==> config.mk <==
export PLATFORM = sky130hd
export DESIGN_NAME = bucketed_latency_histogram_core
export DESIGN_NICKNAME = d
export VERILOG_FILES = /design/src/rtl/core/blh_pkg.sv /design/src/rtl/core/bucketed_latency_histogram_core.sv /design/src/rtl/core/blh_fifo.sv /design/src/rtl/core/blh_front.sv /design/src/rtl/core/blh_div.sv /design/src/rtl/core/blh_back.sv
export SDC_FILE = /design/constraint.sdc
export NUM_CORES = 2
export LEC_CHECK = 0
export ABC_AREA = 1
export BUFFER_PORTS_ARGS = -buffer_cell sky130_fd_sc_hd__buf_2
export CAP_MARGIN = 30
export CORE_ASPECT_RATIO = 0.8
export CORE_MARGIN = 4
export CORE_UTILIZATION = 42
export CTS_CLUSTER_SIZE = 20
export DETAILED_ROUTE_END_ITERATION = 10
export PLACE_DENSITY = 0.6
export SLEW_MARGIN = 40
export SYNTH_ARGS = -nofsm -noshare
export SYNTH_HDL_FRONTEND = slang
export SYNTH_HIERARCHICAL = 1
export SYNTH_SLANG_ARGS = --single-unit
export TNS_END_PERCENT = 5
==> constraint.sdc <==
create_clock -name i_clk -period 23.2 [get_ports i_clk]
set_input_delay 4.64 -clock i_clk [delete_from_list [all_inputs] [get_ports i_clk]]
set_output_delay 4.64 -clock i_clk [all_outputs]
set_load 0.005 [all_outputs]
==> src/rtl/core/blh_pkg.sv <==
package blh_pkg;

    localparam int MAX_BOUNDS_DEF = 16;
    localparam int BOUND_SLOTS    = 16;
    localparam int BOUND_W        = 16;
    localparam int SLOT_W         = 4;
    localparam int WORD_W         = 64;
    localparam int VAL_W          = 32;
    localparam int SUM_W          = 64;
    localparam int ACT_W          = 5;
    localparam int OP_W           = 2;
    localparam int CFG_IDX_W      = 3;
    localparam int PCT_W          = 7;
    localparam int PROD_W         = 39;
    localparam int Q_DEPTH        = 4;

    typedef enum logic [OP_W-1:0] {
        OP_RECORD   = 2'd0,
        OP_SNAPSHOT = 2'd1,
        OP_CLEAR    = 2'd2,
        OP_NONE     = 2'd3
    } t_op;

    typedef enum logic [CFG_IDX_W-1:0] {
        REG_BOUND_0 = 3'd0,
        REG_BOUND_1 = 3'd1,
        REG_BOUND_2 = 3'd2,
        REG_BOUND_3 = 3'd3,
        REG_ACTIVE  = 3'd4
    } t_reg;

    typedef logic [BOUND_SLOTS-1:0][BOUND_W-1:0] t_bounds;

    localparam logic [WORD_W-1:0] BOUND_WORD_0_RST = 64'h000A_0005_0002_0001;
    localparam logic [WORD_W-1:0] BOUND_WORD_1_RST = 64'h00FA_0064_0032_0014;
    localparam logic [WORD_W-1:0] BOUND_WORD_2_RST = 64'h1388_09C4_03E8_01F4;
    localparam logic [WORD_W-1:0] BOUND_WORD_3_RST = 64'hFFFF_FFFF_FFFF_2710;
    localparam logic [ACT_W-1:0]  ACTIVE_RST       = 5'd13;

    localparam logic [PCT_W-1:0]  PCT_P50   = 7'd50;
    localparam logic [PCT_W-1:0]  PCT_P95   = 7'd95;
    localparam logic [PCT_W-1:0]  PCT_P99   = 7'd99;
    localparam logic [PCT_W-1:0]  PCT_ROUND = 7'd99;
    localparam logic [PCT_W-1:0]  PCT_DIV   = 7'd100;

endpackage

==> src/rtl/core/bucketed_latency_histogram_core.sv <==
// Latency histogram with bucket-based percentile estimates.
// The input channel carries one operation per beat: record a sample, read a
// snapshot, or clear all statistics. Only a snapshot produces an output beat.
// The configuration channel writes the four bound words and the active bound
// count; it is always ready and is meant to be written while the block is idle.
// The front end classifies each sample against the bounds in the cycle it is
// accepted and pushes it into a four-entry queue, so records flow at one beat
// per cycle while the queue has room. The back end applies a record through a
// read-modify-write of the bucket count memory.
// A snapshot waits for pending records, then runs a bit-serial divider for
// the mean and a bucket walk that reads and then accumulates each bucket;
// an empty one skips both and goes straight to its result.
// While it runs the queue fills and input ready drops once it is full.
// The result sits in an output register until the receiver takes it; a later
// snapshot is computed and then holds the back end until that register drains.
// Reset restores the default bounds and empties all statistics.
module bucketed_latency_histogram_core #(
    parameter int MAX_BOUNDS = blh_pkg::MAX_BOUNDS_DEF
) (
    input  logic                          i_clk,
    input  logic                          i_rst_n,
    input  logic                          i_in_valid,
    output logic                          o_in_ready,
    input  logic [blh_pkg::OP_W-1:0]      i_in_op,
    input  logic [blh_pkg::VAL_W-1:0]     i_in_sample_value,
    input  logic                          i_cfg_valid,
    output logic                          o_cfg_ready,
    input  logic [blh_pkg::CFG_IDX_W-1:0] i_cfg_index,
    input  logic [blh_pkg::WORD_W-1:0]    i_cfg_data,
    output logic                          o_out_valid,
    input  logic                          i_out_ready,
    output logic [blh_pkg::VAL_W-1:0]     o_out_sample_count,
    output logic [blh_pkg::SUM_W-1:0]     o_out_value_sum,
    output logic [blh_pkg::VAL_W-1:0]     o_out_smallest,
    output logic [blh_pkg::VAL_W-1:0]     o_out_largest,
    output logic [blh_pkg::VAL_W-1:0]     o_out_average,
    output logic [blh_pkg::VAL_W-1:0]     o_out_median_estimate,
    output logic [blh_pkg::VAL_W-1:0]     o_out_p95_estimate,
    output logic [blh_pkg::VAL_W-1:0]     o_out_p99_estimate,
    output logic                          o_out_is_empty
);

    localparam int IDX_W  = $clog2(MAX_BOUNDS + 1);
    localparam int DATA_W = blh_pkg::OP_W + blh_pkg::VAL_W + IDX_W;

    blh_pkg::t_bounds            r_bounds;
    logic [blh_pkg::ACT_W-1:0]   r_active;
    logic [IDX_W-1:0]            w_nb;
    logic                        w_push;
    logic [DATA_W-1:0]           w_item;
    logic                        w_q_full;
    logic                        w_q_empty;
    logic                        w_pop;
    logic [DATA_W-1:0]           w_q_data;

    assign o_cfg_ready = 1'b1;

    always_ff @(posedge i_clk) begin
        if (!i_rst_n) begin
            r_bounds <= {blh_pkg::BOUND_WORD_3_RST, blh_pkg::BOUND_WORD_2_RST,
                         blh_pkg::BOUND_WORD_1_RST, blh_pkg::BOUND_WORD_0_RST};
            r_active <= blh_pkg::ACTIVE_RST;
        end else if (i_cfg_valid) begin
            unique case (i_cfg_index)
                blh_pkg::REG_BOUND_0: r_bounds[3:0]   <= i_cfg_data;
                blh_pkg::REG_BOUND_1: r_bounds[7:4]   <= i_cfg_data;
                blh_pkg::REG_BOUND_2: r_bounds[11:8]  <= i_cfg_data;
                blh_pkg::REG_BOUND_3: r_bounds[15:12] <= i_cfg_data;
                blh_pkg::REG_ACTIVE:  r_active <= i_cfg_data[blh_pkg::ACT_W-1:0];
                default: begin
                end
            endcase
        end
    end

    always_comb begin
        if (r_active == '0) begin
            w_nb = IDX_W'(1);
        end else if (r_active > blh_pkg::ACT_W'(MAX_BOUNDS)) begin
            w_nb = IDX_W'(MAX_BOUNDS);
        end else begin
            w_nb = IDX_W'(r_active);
        end
    end

    blh_front #(
        .MAX_BOUNDS (MAX_BOUNDS),
        .IDX_W      (IDX_W)
    ) u_front (
        .i_in_valid (i_in_valid),
        .o_in_ready (o_in_ready),
        .i_op       (i_in_op),
        .i_value    (i_in_sample_value),
        .i_bounds   (r_bounds),
        .i_nb       (w_nb),
        .i_q_full   (w_q_full),
        .o_push     (w_push),
        .o_item     (w_item)
    );

    blh_fifo #(
        .DATA_W (DATA_W),
        .DEPTH  (blh_pkg::Q_DEPTH)
    ) u_fifo (
        .i_clk   (i_clk),
        .i_rst_n (i_rst_n),
        .i_push  (w_push),
        .i_data  (w_item),
        .o_full  (w_q_full),
        .i_pop   (w_pop),
        .o_empty (w_q_empty),
        .o_data  (w_q_data)
    );

    blh_back #(
        .MAX_BOUNDS (MAX_BOUNDS),
        .IDX_W      (IDX_W)
    ) u_back (
        .i_clk             (i_clk),
        .i_rst_n           (i_rst_n),
        .i_q_empty         (w_q_empty),
        .i_q_data          (w_q_data),
        .o_pop             (w_pop),
        .i_bounds          (r_bounds),
        .i_nb              (w_nb),
        .o_out_valid       (o_out_valid),
        .i_out_ready       (i_out_ready),
        .o_sample_count    (o_out_sample_count),
        .o_value_sum       (o_out_value_sum),
        .o_smallest        (o_out_smallest),
        .o_largest         (o_out_largest),
        .o_average         (o_out_average),
        .o_median_estimate (o_out_median_estimate),
        .o_p95_estimate    (o_out_p95_estimate),
        .o_p99_estimate    (o_out_p99_estimate),
        .o_is_empty        (o_out_is_empty)
    );

`ifndef ASSERT_OFF
    a_empty_zero: assert property (@(posedge i_clk) disable iff (!i_rst_n)
        o_out_valid && o_out_is_empty |->
            (o_out_sample_count == '0) && (o_out_average == '0) &&
            (o_out_median_estimate == '0) && (o_out_p99_estimate == '0))
        else $error("Empty snapshot beat carries nonzero statistics.");

    a_min_max: assert property (@(posedge i_clk) disable iff (!i_rst_n)
        o_out_valid && !o_out_is_empty |-> o_out_smallest <= o_out_largest)
        else $error("Snapshot minimum exceeds maximum.");

    a_no_push_full: assert property (@(posedge i_clk) disable iff (!i_rst_n)
        w_q_full && !w_pop |=> w_q_full)
        else $error("Queue lost an entry while full.");
`endif

endmodule

==> src/rtl/core/blh_fifo.sv <==
module blh_fifo #(
    parameter int DATA_W = 8,
    parameter int DEPTH  = blh_pkg::Q_DEPTH
) (
    input  logic              i_clk,
    input  logic              i_rst_n,
    input  logic              i_push,
    input  logic [DATA_W-1:0] i_data,
    output logic              o_full,
    input  logic              i_pop,
    output logic              o_empty,
    output logic [DATA_W-1:0] o_data
);

    localparam int PTR_W = (DEPTH > 1) ? $clog2(DEPTH) : 1;
    localparam int CNT_W = $clog2(DEPTH + 1);

    logic [DATA_W-1:0] r_mem [DEPTH];
    logic [PTR_W-1:0]  r_wr_ptr;
    logic [PTR_W-1:0]  r_rd_ptr;
    logic [CNT_W-1:0]  r_count;
    logic [PTR_W-1:0]  n_wr_ptr;
    logic [PTR_W-1:0]  n_rd_ptr;

    assign o_full   = (r_count == CNT_W'(DEPTH));
    assign o_empty  = (r_count == '0);
    assign o_data   = r_mem[r_rd_ptr];
    assign n_wr_ptr = (r_wr_ptr == PTR_W'(DEPTH - 1)) ? '0 : PTR_W'(r_wr_ptr + 1'b1);
    assign n_rd_ptr = (r_rd_ptr == PTR_W'(DEPTH - 1)) ? '0 : PTR_W'(r_rd_ptr + 1'b1);

    always_ff @(posedge i_clk) begin
        if (i_push) begin
            r_mem[r_wr_ptr] <= i_data;
        end
    end

    always_ff @(posedge i_clk) begin
        if (!i_rst_n) begin
            r_wr_ptr <= '0;
            r_rd_ptr <= '0;
            r_count  <= '0;
        end else begin
            if (i_push) begin
                r_wr_ptr <= n_wr_ptr;
            end
            if (i_pop) begin
                r_rd_ptr <= n_rd_ptr;
            end
            if (i_push && !i_pop) begin
                r_count <= CNT_W'(r_count + 1'b1);
            end else if (i_pop && !i_push) begin
                r_count <= CNT_W'(r_count - 1'b1);
            end
        end
    end

endmodule

==> src/rtl/core/blh_front.sv <==
module blh_front #(
    parameter int MAX_BOUNDS = blh_pkg::MAX_BOUNDS_DEF,
    parameter int IDX_W      = $clog2(MAX_BOUNDS + 1)
) (
    input  logic                                 i_in_valid,
    output logic                                 o_in_ready,
    input  logic [blh_pkg::OP_W-1:0]             i_op,
    input  logic [blh_pkg::VAL_W-1:0]            i_value,
    input  blh_pkg::t_bounds                     i_bounds,
    input  logic [IDX_W-1:0]                     i_nb,
    input  logic                                 i_q_full,
    output logic                                 o_push,
    output logic [blh_pkg::OP_W+blh_pkg::VAL_W+IDX_W-1:0] o_item
);

    logic [IDX_W-1:0] w_idx;

    always_comb begin
        w_idx = i_nb;
        for (int i = MAX_BOUNDS - 1; i >= 0; i--) begin
            if ((IDX_W'(i) < i_nb) &&
                (i_value <= blh_pkg::VAL_W'(i_bounds[i]))) begin
                w_idx = IDX_W'(i);
            end
        end
    end

    assign o_in_ready = !i_q_full;
    assign o_push     = i_in_valid && !i_q_full && (i_op != blh_pkg::OP_NONE);
    assign o_item     = {i_op, i_value, w_idx};

endmodule

==> src/rtl/core/blh_div.sv <==
module blh_div (
    input  logic                      i_clk,
    input  logic                      i_rst_n,
    input  logic                      i_start,
    input  logic [blh_pkg::SUM_W-1:0] i_dividend,
    input  logic [blh_pkg::VAL_W-1:0] i_divisor,
    output logic                      o_done,
    output logic [blh_pkg::SUM_W-1:0] o_quotient
);

    localparam int CNT_W = $clog2(blh_pkg::SUM_W);

    logic                      r_busy;
    logic                      r_done;
    logic [CNT_W-1:0]          r_cnt;
    logic [blh_pkg::VAL_W-1:0] r_rem;
    logic [blh_pkg::VAL_W-1:0] r_dvs;
    logic [blh_pkg::SUM_W-1:0] r_quo;
    logic [blh_pkg::VAL_W:0]   w_shift;
    logic [blh_pkg::VAL_W:0]   w_diff;
    logic                      w_ge;

    assign w_shift    = {r_rem, r_quo[blh_pkg::SUM_W-1]};
    assign w_diff     = w_shift - {1'b0, r_dvs};
    assign w_ge       = (w_shift >= {1'b0, r_dvs});
    assign o_done     = r_done;
    assign o_quotient = r_quo;

    always_ff @(posedge i_clk) begin
        if (i_start) begin
            r_rem <= '0;
            r_dvs <= i_divisor;
            r_quo <= i_dividend;
        end else if (r_busy) begin
            r_rem <= w_ge ? w_diff[blh_pkg::VAL_W-1:0] : w_shift[blh_pkg::VAL_W-1:0];
            r_quo <= {r_quo[blh_pkg::SUM_W-2:0], w_ge};
        end
    end

    always_ff @(posedge i_clk) begin
        if (!i_rst_n) begin
            r_busy <= 1'b0;
            r_done <= 1'b0;
            r_cnt  <= '0;
        end else begin
            r_done <= 1'b0;
            if (i_start) begin
                r_busy <= 1'b1;
                r_cnt  <= '0;
            end else if (r_busy) begin
                r_cnt <= CNT_W'(r_cnt + 1'b1);
                if (r_cnt == CNT_W'(blh_pkg::SUM_W - 1)) begin
                    r_busy <= 1'b0;
                    r_done <= 1'b1;
                end
            end
        end
    end

endmodule

==> src/rtl/core/blh_back.sv <==
module blh_back #(
    parameter int MAX_BOUNDS = blh_pkg::MAX_BOUNDS_DEF,
    parameter int IDX_W      = $clog2(MAX_BOUNDS + 1)
) (
    input  logic                                 i_clk,
    input  logic                                 i_rst_n,
    input  logic                                 i_q_empty,
    input  logic [blh_pkg::OP_W+blh_pkg::VAL_W+IDX_W-1:0] i_q_data,
    output logic                                 o_pop,
    input  blh_pkg::t_bounds                     i_bounds,
    input  logic [IDX_W-1:0]                     i_nb,
    output logic                                 o_out_valid,
    input  logic                                 i_out_ready,
    output logic [blh_pkg::VAL_W-1:0]            o_sample_count,
    output logic [blh_pkg::SUM_W-1:0]            o_value_sum,
    output logic [blh_pkg::VAL_W-1:0]            o_smallest,
    output logic [blh_pkg::VAL_W-1:0]            o_largest,
    output logic [blh_pkg::VAL_W-1:0]            o_average,
    output logic [blh_pkg::VAL_W-1:0]            o_median_estimate,
    output logic [blh_pkg::VAL_W-1:0]            o_p95_estimate,
    output logic [blh_pkg::VAL_W-1:0]            o_p99_estimate,
    output logic                                 o_is_empty
);

    localparam int VW     = blh_pkg::VAL_W;
    localparam int SW     = blh_pkg::SUM_W;
    localparam int DATA_W = blh_pkg::OP_W + VW + IDX_W;
    localparam int MEM_D  = MAX_BOUNDS + 1;
    localparam int CUM_W  = VW + $clog2(MAX_BOUNDS + 1);
    localparam int CMP_W  = CUM_W + blh_pkg::PCT_W;
    localparam int NPCT   = 3;

    typedef enum logic [5:0] {
        S_RUN   = 6'b000001,
        S_DIV   = 6'b000010,
        S_MUL   = 6'b000100,
        S_WREAD = 6'b001000,
        S_WACC  = 6'b010000,
        S_DONE  = 6'b100000
    } t_state;

    t_state                     r_state;
    logic                       r_a_vld;
    logic [IDX_W-1:0]           r_a_idx;
    logic [MEM_D-1:0]           r_cnt_vld;
    logic [VW-1:0]              r_mem [MEM_D];
    logic [VW-1:0]              r_mem_q;
    logic                       r_rd_vld;
    logic                       r_fwd_hit;
    logic [VW-1:0]              r_fwd_data;
    logic [VW-1:0]              r_count;
    logic [SW-1:0]              r_sum;
    logic [VW-1:0]              r_min;
    logic [VW-1:0]              r_max;
    logic [VW-1:0]              r_avg;
    logic [blh_pkg::PROD_W-1:0] r_tgt [NPCT];
    logic [VW-1:0]              r_est [NPCT];
    logic [NPCT-1:0]            r_found;
    logic                       r_div_start;
    logic [IDX_W-1:0]           r_wi;
    logic [CUM_W-1:0]           r_cum;
    logic                       r_out_valid;
    logic [VW-1:0]              r_o_count;
    logic [SW-1:0]              r_o_sum;
    logic [VW-1:0]              r_o_min;
    logic [VW-1:0]              r_o_max;
    logic [VW-1:0]              r_o_avg;
    logic [VW-1:0]              r_o_est [NPCT];
    logic                       r_o_empty;

    logic [blh_pkg::OP_W-1:0]   h_op;
    logic [VW-1:0]              h_val;
    logic [IDX_W-1:0]           h_idx;
    logic                       w_pop;
    logic                       w_rec;
    logic                       w_clr;
    logic                       w_snap;
    logic [IDX_W-1:0]           w_rd_addr;
    logic [VW-1:0]              w_rd_data;
    logic [VW-1:0]              w_wr_data;
    logic [SW:0]                w_add;
    logic [SW-1:0]              n_sum;
    logic [CUM_W-1:0]           n_cum;
    logic [CMP_W-1:0]           w_cum_x100;
    logic [NPCT-1:0]            w_hit;
    logic [VW-1:0]              w_bval;
    logic [VW-1:0]              w_b0;
    logic                       w_div_done;
    logic [SW-1:0]              w_div_quo;
    logic                       w_load;
    logic                       w_empty;

    assign h_op  = i_q_data[DATA_W-1 -: blh_pkg::OP_W];
    assign h_val = i_q_data[IDX_W +: VW];
    assign h_idx = i_q_data[IDX_W-1:0];

    assign w_pop  = (r_state == S_RUN) && !i_q_empty &&
                    ((h_op == blh_pkg::OP_RECORD) || !r_a_vld);
    assign w_rec  = w_pop && (h_op == blh_pkg::OP_RECORD);
    assign w_clr  = w_pop && (h_op == blh_pkg::OP_CLEAR);
    assign w_snap = w_pop && (h_op == blh_pkg::OP_SNAPSHOT);
    assign o_pop  = w_pop;

    assign w_rd_addr = (r_state == S_WREAD) ? r_wi : h_idx;
    assign w_rd_data = r_fwd_hit ? r_fwd_data : (r_rd_vld ? r_mem_q : '0);
    assign w_wr_data = (w_rd_data == '1) ? w_rd_data : VW'(w_rd_data + 1'b1);

    always_ff @(posedge i_clk) begin
        if (r_a_vld) begin
            r_mem[r_a_idx] <= w_wr_data;
        end
        r_mem_q    <= r_mem[w_rd_addr];
        r_rd_vld   <= r_cnt_vld[w_rd_addr];
        r_fwd_hit  <= r_a_vld && (r_a_idx == w_rd_addr);
        r_fwd_data <= w_wr_data;
    end

    assign w_add = {1'b0, r_sum} + (SW + 1)'(h_val);
    assign n_sum = w_add[SW] ? '1 : w_add[SW-1:0];

    assign w_b0 = VW'(i_bounds[0]);

    always_comb begin
        if (r_wi == '0) begin
            w_bval = (r_min < w_b0) ? r_min : w_b0;
        end else if (r_wi < i_nb) begin
            w_bval = VW'(i_bounds[blh_pkg::SLOT_W'(r_wi)]);
        end else begin
            w_bval = r_max;
        end
    end

    assign n_cum = r_cum + CUM_W'(w_rd_data);

    // The walk compares 100 times the running count against pct times the
    // sample count, which reaches the rounded-up target with no divide.
    assign w_cum_x100 = (CMP_W'(n_cum) << 6) + (CMP_W'(n_cum) << 5) +
                        (CMP_W'(n_cum) << 2);

    always_comb begin
        for (int k = 0; k < NPCT; k++) begin
            w_hit[k] = (w_cum_x100 >= CMP_W'(r_tgt[k]));
        end
    end

    blh_div u_div (
        .i_clk      (i_clk),
        .i_rst_n    (i_rst_n),
        .i_start    (r_div_start),
        .i_dividend (r_sum),
        .i_divisor  (r_count),
        .o_done     (w_div_done),
        .o_quotient (w_div_quo)
    );

    assign w_empty = (r_count == '0);
    assign w_load  = (r_state == S_DONE) && (!r_out_valid || i_out_ready);

    always_ff @(posedge i_clk) begin
        if ((r_state == S_DIV) && w_div_done) begin
            r_avg <= (w_div_quo[SW-1:VW] != '0) ? '1 : w_div_quo[VW-1:0];
        end
        if (r_state == S_MUL) begin
            r_tgt[0] <= blh_pkg::PROD_W'(blh_pkg::PCT_P50) * blh_pkg::PROD_W'(r_count);
            r_tgt[1] <= blh_pkg::PROD_W'(blh_pkg::PCT_P95) * blh_pkg::PROD_W'(r_count);
            r_tgt[2] <= blh_pkg::PROD_W'(blh_pkg::PCT_P99) * blh_pkg::PROD_W'(r_count);
            r_wi     <= '0;
            r_cum    <= '0;
        end
        if (r_state == S_WACC) begin
            r_cum <= n_cum;
            r_wi  <= IDX_W'(r_wi + 1'b1);
            for (int k = 0; k < NPCT; k++) begin
                if (!r_found[k] && w_hit[k]) begin
                    r_est[k] <= w_bval;
                end
            end
        end
        if (w_rec) begin
            r_a_idx <= h_idx;
        end
        if (w_load) begin
            r_o_count <= r_count;
            r_o_sum   <= r_sum;
            r_o_min   <= r_min;
            r_o_max   <= r_max;
            r_o_avg   <= w_empty ? '0 : r_avg;
            r_o_empty <= w_empty;
            for (int k = 0; k < NPCT; k++) begin
                r_o_est[k] <= w_empty ? '0 : (r_found[k] ? r_est[k] : r_max);
            end
        end
    end

    always_ff @(posedge i_clk) begin
        if (!i_rst_n) begin
            r_state     <= S_RUN;
            r_a_vld     <= 1'b0;
            r_cnt_vld   <= '0;
            r_count     <= '0;
            r_sum       <= '0;
            r_min       <= '1;
            r_max       <= '0;
            r_found     <= '0;
            r_div_start <= 1'b0;
            r_out_valid <= 1'b0;
        end else begin
            r_div_start <= 1'b0;
            r_a_vld     <= w_rec;
            if (r_a_vld) begin
                r_cnt_vld[r_a_idx] <= 1'b1;
            end
            if (w_load) begin
                r_out_valid <= 1'b1;
            end else if (i_out_ready) begin
                r_out_valid <= 1'b0;
            end
            unique case (r_state)
                S_RUN: begin
                    if (w_rec) begin
                        if (r_count != '1) begin
                            r_count <= VW'(r_count + 1'b1);
                        end
                        r_sum <= n_sum;
                        if (h_val < r_min) begin
                            r_min <= h_val;
                        end
                        if (h_val > r_max) begin
                            r_max <= h_val;
                        end
                    end else if (w_clr) begin
                        r_cnt_vld <= '0;
                        r_count   <= '0;
                        r_sum     <= '0;
                        r_min     <= '1;
                        r_max     <= '0;
                    end else if (w_snap) begin
                        if (w_empty) begin
                            r_state <= S_DONE;
                        end else begin
                            r_div_start <= 1'b1;
                            r_state     <= S_DIV;
                        end
                    end
                end
                S_DIV: begin
                    if (w_div_done) begin
                        r_state <= S_MUL;
                    end
                end
                S_MUL: begin
                    r_found <= '0;
                    r_state <= S_WREAD;
                end
                S_WREAD: begin
                    r_state <= S_WACC;
                end
                S_WACC: begin
                    for (int k = 0; k < NPCT; k++) begin
                        if (w_hit[k]) begin
                            r_found[k] <= 1'b1;
                        end
                    end
                    r_state <= (r_wi == i_nb) ? S_DONE : S_WREAD;
                end
                S_DONE: begin
                    if (w_load) begin
                        r_state <= S_RUN;
                    end
                end
                default: begin
                    r_state <= S_RUN;
                end
            endcase
        end
    end

    assign o_out_valid       = r_out_valid;
    assign o_sample_count    = r_o_count;
    assign o_value_sum       = r_o_sum;
    assign o_smallest        = r_o_min;
    assign o_largest         = r_o_max;
    assign o_average         = r_o_avg;
    assign o_median_estimate = r_o_est[0];
    assign o_p95_estimate    = r_o_est[1];
    assign o_p99_estimate    = r_o_est[2];
    assign o_is_empty        = r_o_empty;

endmodule
### After elaboration in Yosys (flattened, before gate mapping)

Memory sizes are Yosys's and may differ from the RTL's. A register that Yosys moved wholly into a read port is not among the register bits.
Index checks and enable logic that the tools add are counted.

| word-level totals | value |
|---|---|
| memories | 5 |
| bits in latches | 0 |
| register bits after elaboration | 899 |
| RAM bits | 1009 |
| output and inout port bits | 292 |
| ROM bits | 0 |

Memory list:

| name | depth | width | read ports | clocked after memory_dff | wr ports | RTL line | RTL |
|---|---|---|---|---|---|---|---|
| u_back.r_mem | 17 | 32 | 1 | 1 | 1 | blh_back.sv:46 | `logic [VW-1:0] r_mem [MEM_D];` |
| u_fifo.r_mem | 4 | 39 | 1 | 1 | 1 | blh_fifo.sv:18 | `logic [DATA_W-1:0] r_mem [DEPTH];` |
| u_back.r_tgt | 3 | 39 | 3 | 0 | 3 | blh_back.sv:56 | `logic [blh_pkg::PROD_W-1:0] r_tgt [NPCT];` |
| u_back.r_est | 3 | 32 | 3 | 0 | 3 | blh_back.sv:57 | `logic [VW-1:0] r_est [NPCT];` |
| u_back.r_o_est | 3 | 32 | 3 | 0 | 3 | blh_back.sv:68 | `logic [VW-1:0] r_o_est [NPCT];` |

| cells by class | value |
|---|---|
| bitwise operators | 5 |
| mux-type cells | 101 |
| equality and inequality tests | 32 |
| order comparisons | 45 |
| shift operators | 0 |
| add/subtract/negate cells | 13 |
| multiply operators | 3 |
| reductions and logical operators | 71 |
| divide/modulo/power cells | 0 |

Operator list:

| operator | count |
|---|---|
| $mux W32 | 21 |
| $le A32 B16 Y1 | 16 |
| $mux W64 | 5 |
| $ge A44 B39 Y1 | 3 |
| $mux W5 | 21 |
| $mul A7 B32 Y39 const A | 2 |
| $mux W37 | 2 |
| $mux W17 | 4 |
| $add A64 B32 Y65 | 1 |
| $add A32 B1 Y32 const B | 2 |
| $bmux W16 S4 | 1 |
| $add A43 B42 Y44 | 1 |
| $add A44 B39 Y44 | 1 |
| $mux W6 | 7 |
| $lt A4 B5 Y1 const A | 8 |
| $add A37 B32 Y37 | 1 |
| $mul A5 B32 Y37 const A | 1 |
| $pmux W6 S6 | 1 |
| $ge A33 B32 Y1 | 1 |
| $eq A32 B32 Y1 const B | 1 |
| $gt A32 B32 Y1 | 1 |
| $logic_and A1 B1 Y1 | 32 |
| $logic_not A32 Y1 | 1 |
| $lt A32 B16 Y1 | 1 |
| 52 further kinds | 135 |

### Depth between registers and ports, before layout

| logic depth | value |
|---|---|
| word-level depth | 21 |
| mapped depth | 50 |

### Hierarchy

The synthesis kept the hierarchy.

By module, submodules not included:

| module | times used | sequential area each (um^2) | area each (um^2) | cells each |
|---|---|---|---|---|
| blh_back | 1 | 38737.2 | 80836.3 | 8863 |
| bucketed_latency_histogram_core | 1 | 5225.0 | 9989.6 | 1402 |
| blh_div | 1 | 3683.5 | 8214.1 | 1127 |
| blh_front | 1 | 0.0 | 7184.4 | 1124 |
| blh_fifo | 1 | 4864.7 | 6244.7 | 437 |

### Least setup slack after synthesis

No wires, ideal clock.

| timing path | value |
|---|---|
| kind | in2reg |
| start point | in i_out_ready |
| end point | reg u_back.r_o_avg[0], in the netlist u_back/o_average[0], enable pin |
| buffers on the path | 0 |
| arrival | 16.659 ns |
| stages | 2 |
| setup slack | 5.596 ns |
| cells stage by stage | nor2_1 nor2_1 |

| between the ends | value |
|---|---|
| cells in the longest elaborated chain, start to end | 2 |

RTL lines:

| item | RTL line | RTL |
|---|---|---|
| start: declaration | bucketed_latency_histogram_core.sv:31 | `input logic i_out_ready,` |
| $logic_or A1 B1 Y1 | blh_back.sv:157 | `assign w_load = (r_state == S_DONE) && (!r_out_valid \|\| i_out_ready);` |
| $logic_and A1 B1 Y1 | blh_back.sv:157 |  |
| net u_back.w_load | blh_back.sv:90 | `logic w_load;` |
| end signal: assignment | blh_back.sv:187 | `r_o_avg <= w_empty ? '0 : r_avg;` |
| end: declaration | blh_back.sv:67 | `logic [VW-1:0] r_o_avg;` |

The timed path passes the listed nets, and every way through them passes these cells.
A chain may end at the register's enable or synchronous reset.

==> flow_summary.toml <==
[sta]
skew_ps = 85.15
tightest_slew_ps = 951.1
setup_viol = 0
drv_slew = 0
rsz0062_at_grt = "false"
timing.fmax_ghz = 0.1106
finalHoldViolCount = 0
min_period_over_period = 0.3898
relSlewSlack = 0.3601
fin_crit_ps = 9045
setup_tns_ps = 0

[synthesis]
synth.distinct_cells = 69
yosysWarnings = 6
synth_flop_cell = "edfxtp_1"
synth-seq-area-share = 0.4669
syn-num-nets = 14160
syn_inst = 12950
synth_most_common_cell = "nand2_1"
synth_seq_cells = 1937
synth_area_leaders = "edfxtp_1, dfxtp_1, ha_1, nand2_1, inv_1"
synth-edff-count = 1372
yosys.area.top_type = "edfxtp_1"
syn_avg_cell_area_um2 = 8.683
syn_area_mm2 = 0.1125
synth_common_cells = "nand2_1, inv_1, nor2_1"
synthArstFlopShare = 0
netlist.area_leader.share = 0.3663

[clocking]
clk_path_buf_depth = 4
clock_sinks = 1937
cts_tree = "done"
insertion_delay_ps = 890
h-tree-depth = 4
clk_pin_slew_ps = 70
hold_buffers = 0
cts.repair.resized = 0
cts_setup_buffers = 0
cts_root_buffer = "clkbuf_16"
numCtsBuffers = 206

[final_layout]
syn_to_final_growth_pct = 11.52
drive_gt1_frac = 0.07922
regArea_mm2 = 0.05252
nets = 14470
multiInputGateArea_mm2 = 0.05125
fillers = 25610

[critical_path]
crit_path_end_kind = "register"
crit_top_cell = "nand2_1"
slowest_delay_ps = 830
worstPathArrival_ps = 9690
slowest_stage = "dfxtp_2"
start_kind = "register"
crit_type = "reg -> reg"
r2r_slack_ps = 14160
cp_max_fo = 33
required_ps = 23850

[global_routing]
global_route.usage.met1 = 0.3763
grt_pass1_vias = 84280
grt_busiest_layer = "met1"
grt_pass1_wl_mm = 532.3
antenna_found_initial = 44
overflow = 0
grt_use_met3 = 0.03800
grtUsageTotal = 0.2484
grt_max_degree = 145
met2_usage = 0.3649

[die]
die-area_mm2 = 0.2762
core-area_mm2 = 0.2658
start_util = 0.4231
die_w_um = 586.6
fp.dieH_um = 470.8
rows = 169
design.portCount = 398

[routing]
drtIter0Drc = 9276
drc_errors = 0
ant_nets = 0
routed_via_density = 5.350
vias = 90670
post_drt_wl_per_cell_um = 20.99
drt-total-wl_mm = 355.8
dr.pass1.iters = 6

[placed_design]
dp_hpwl_mm = 254.8
io_buffers = 396
gp_congestion = 0.9917

[outcome]
status = "completed"

[hold_path]
hold_class = "reg -> reg"

[flow_run]
drv_cap = 0
[cells in the final DEF (no fill, tap or decap), types with 14 or more instances in the layout]
cell type	instances
inv_2	19
nand3b_1	26
o22ai_1	135
bufinv_16	18
xnor2_1	85
nor2_4	36
clkbuf_1	39
dfxtp_1	559
fa_1	221
clkinv_1	27
nand3_1	681
nor4_1	46
nand4_1	111
nand2_1	2568
or2_2	15
a31oi_1	50
nand2_2	20
nor3_1	124
edfxtp_1	1372
ha_1	883
buf_2	396
o21a_1	27
buf_4	147
o211ai_1	42
a21boi_0	18
diode_2	23
o21bai_1	36
clkbuf_16	213
o21ai_1	47
clkinv_2	35
clkinvlp_4	14
clkbuf_8	20
inv_1	1814
o221ai_1	36
xor2_1	147
a21oi_1	815
a21o_1	44
nor2_1	1555
o21ai_0	785
[stage by stage]
stage,setup WS (ps),cells,hold WS (ps),util,area (um2)
2_1_floorplan,5596,12950,408.2,-,112500
3_3_place_gp,14120,16540,411.8,0.4445,118100
3_5_place_dp,13970,16550,416.6,0.4454,118400
4_1_cts,13940,16920,430.8,0.4710,125200
5_1_grt,13460,16950,440.2,0.4719,125400
6_report,14160,16950,431.5,0.4719,125400
[path summary, 6_finish.rpt]
check                                                   start                              to  cells after the start
worst max-delay path                 u_back/r_fwd_hit$_DFF_P_   u_back/r_est[0][93]$_DFFE_PP_                     39
worst min-delay path            u_back/r_max[22]$_SDFFE_PN0P_  u_back/o_largest[22]$_DFFE_PP_                      0
worst max register to register       u_back/r_fwd_hit$_DFF_P_   u_back/r_est[0][93]$_DFFE_PP_                     39
worst min register to register  u_back/r_max[22]$_SDFFE_PN0P_  u_back/o_largest[22]$_DFFE_PP_                      0
[worst max-delay path, delay by kind of cell (launching register included)]
family | cells | cell delay [ps]
compound gates | 9 | 2460
fa+ha+maj | 5 | 1930
simple gates | 18 | 2080
xor+xnor | 2 | 730
flops | 1 | 830
buf+inv | 5 | 750
[per-layer routing]
metal / vias up / wire [um]
met1: 43080 / 167000
met3: 482 / 28660
met4: 2 / 10500
met2: 3510 / 149600
met5: - / 12
li1: 43600 / -
[sequential cells by signal, indices dropped and copies added (netlist names), 37 cells and up, named ones only]
register and flops:
u_back/r_o_est 96, r_bounds 256, u_back/r_cum 37, u_back/u_div/o_quotient 64
u_back/r_mem 544, u_back/r_est 96, u_fifo/r_mem 156, u_back/o_value_sum 64
u_back/r_sum 64, u_back/r_tgt 112
[kinds of logic (layout without fill, tap and decap cells)]
kind of cell | after synthesis | after routing | share of synthesized area
AO/OA/AOI/OAI | 2107 | 2107 | 0.1032
AND/OR/NAND/NOR | 5246 | 5246 | 0.1922
buffers and inverters | 2319 | 2785 | 0.08151
adder cells (fa/ha/maj) | 1104 | 1104 | 0.1376
other | 1 | 24 | 0.00003334
XOR/XNOR | 239 | 239 | 0.01861
flip-flops | 1937 | 1937 | 0.4669
[final cells by class]
cell class | instances | area share
Antenna cell | 23 | 0.0004589
Clock buffer | 272 | 0.04586
Clock inverter | 100 | 0.008539
Inverter | 1850 | 0.05553
Multi-Input combinational cell | 8697 | 0.4086
Sequential cell | 1937 | 0.4187
Tap cell | 3505 | 0.03497
Timing Repair Buffer | 563 | 0.02728
Power is left out: the tool's default activity adds up to more than one toggle a clock period on the data nets, which glitch-free logic cannot reach.
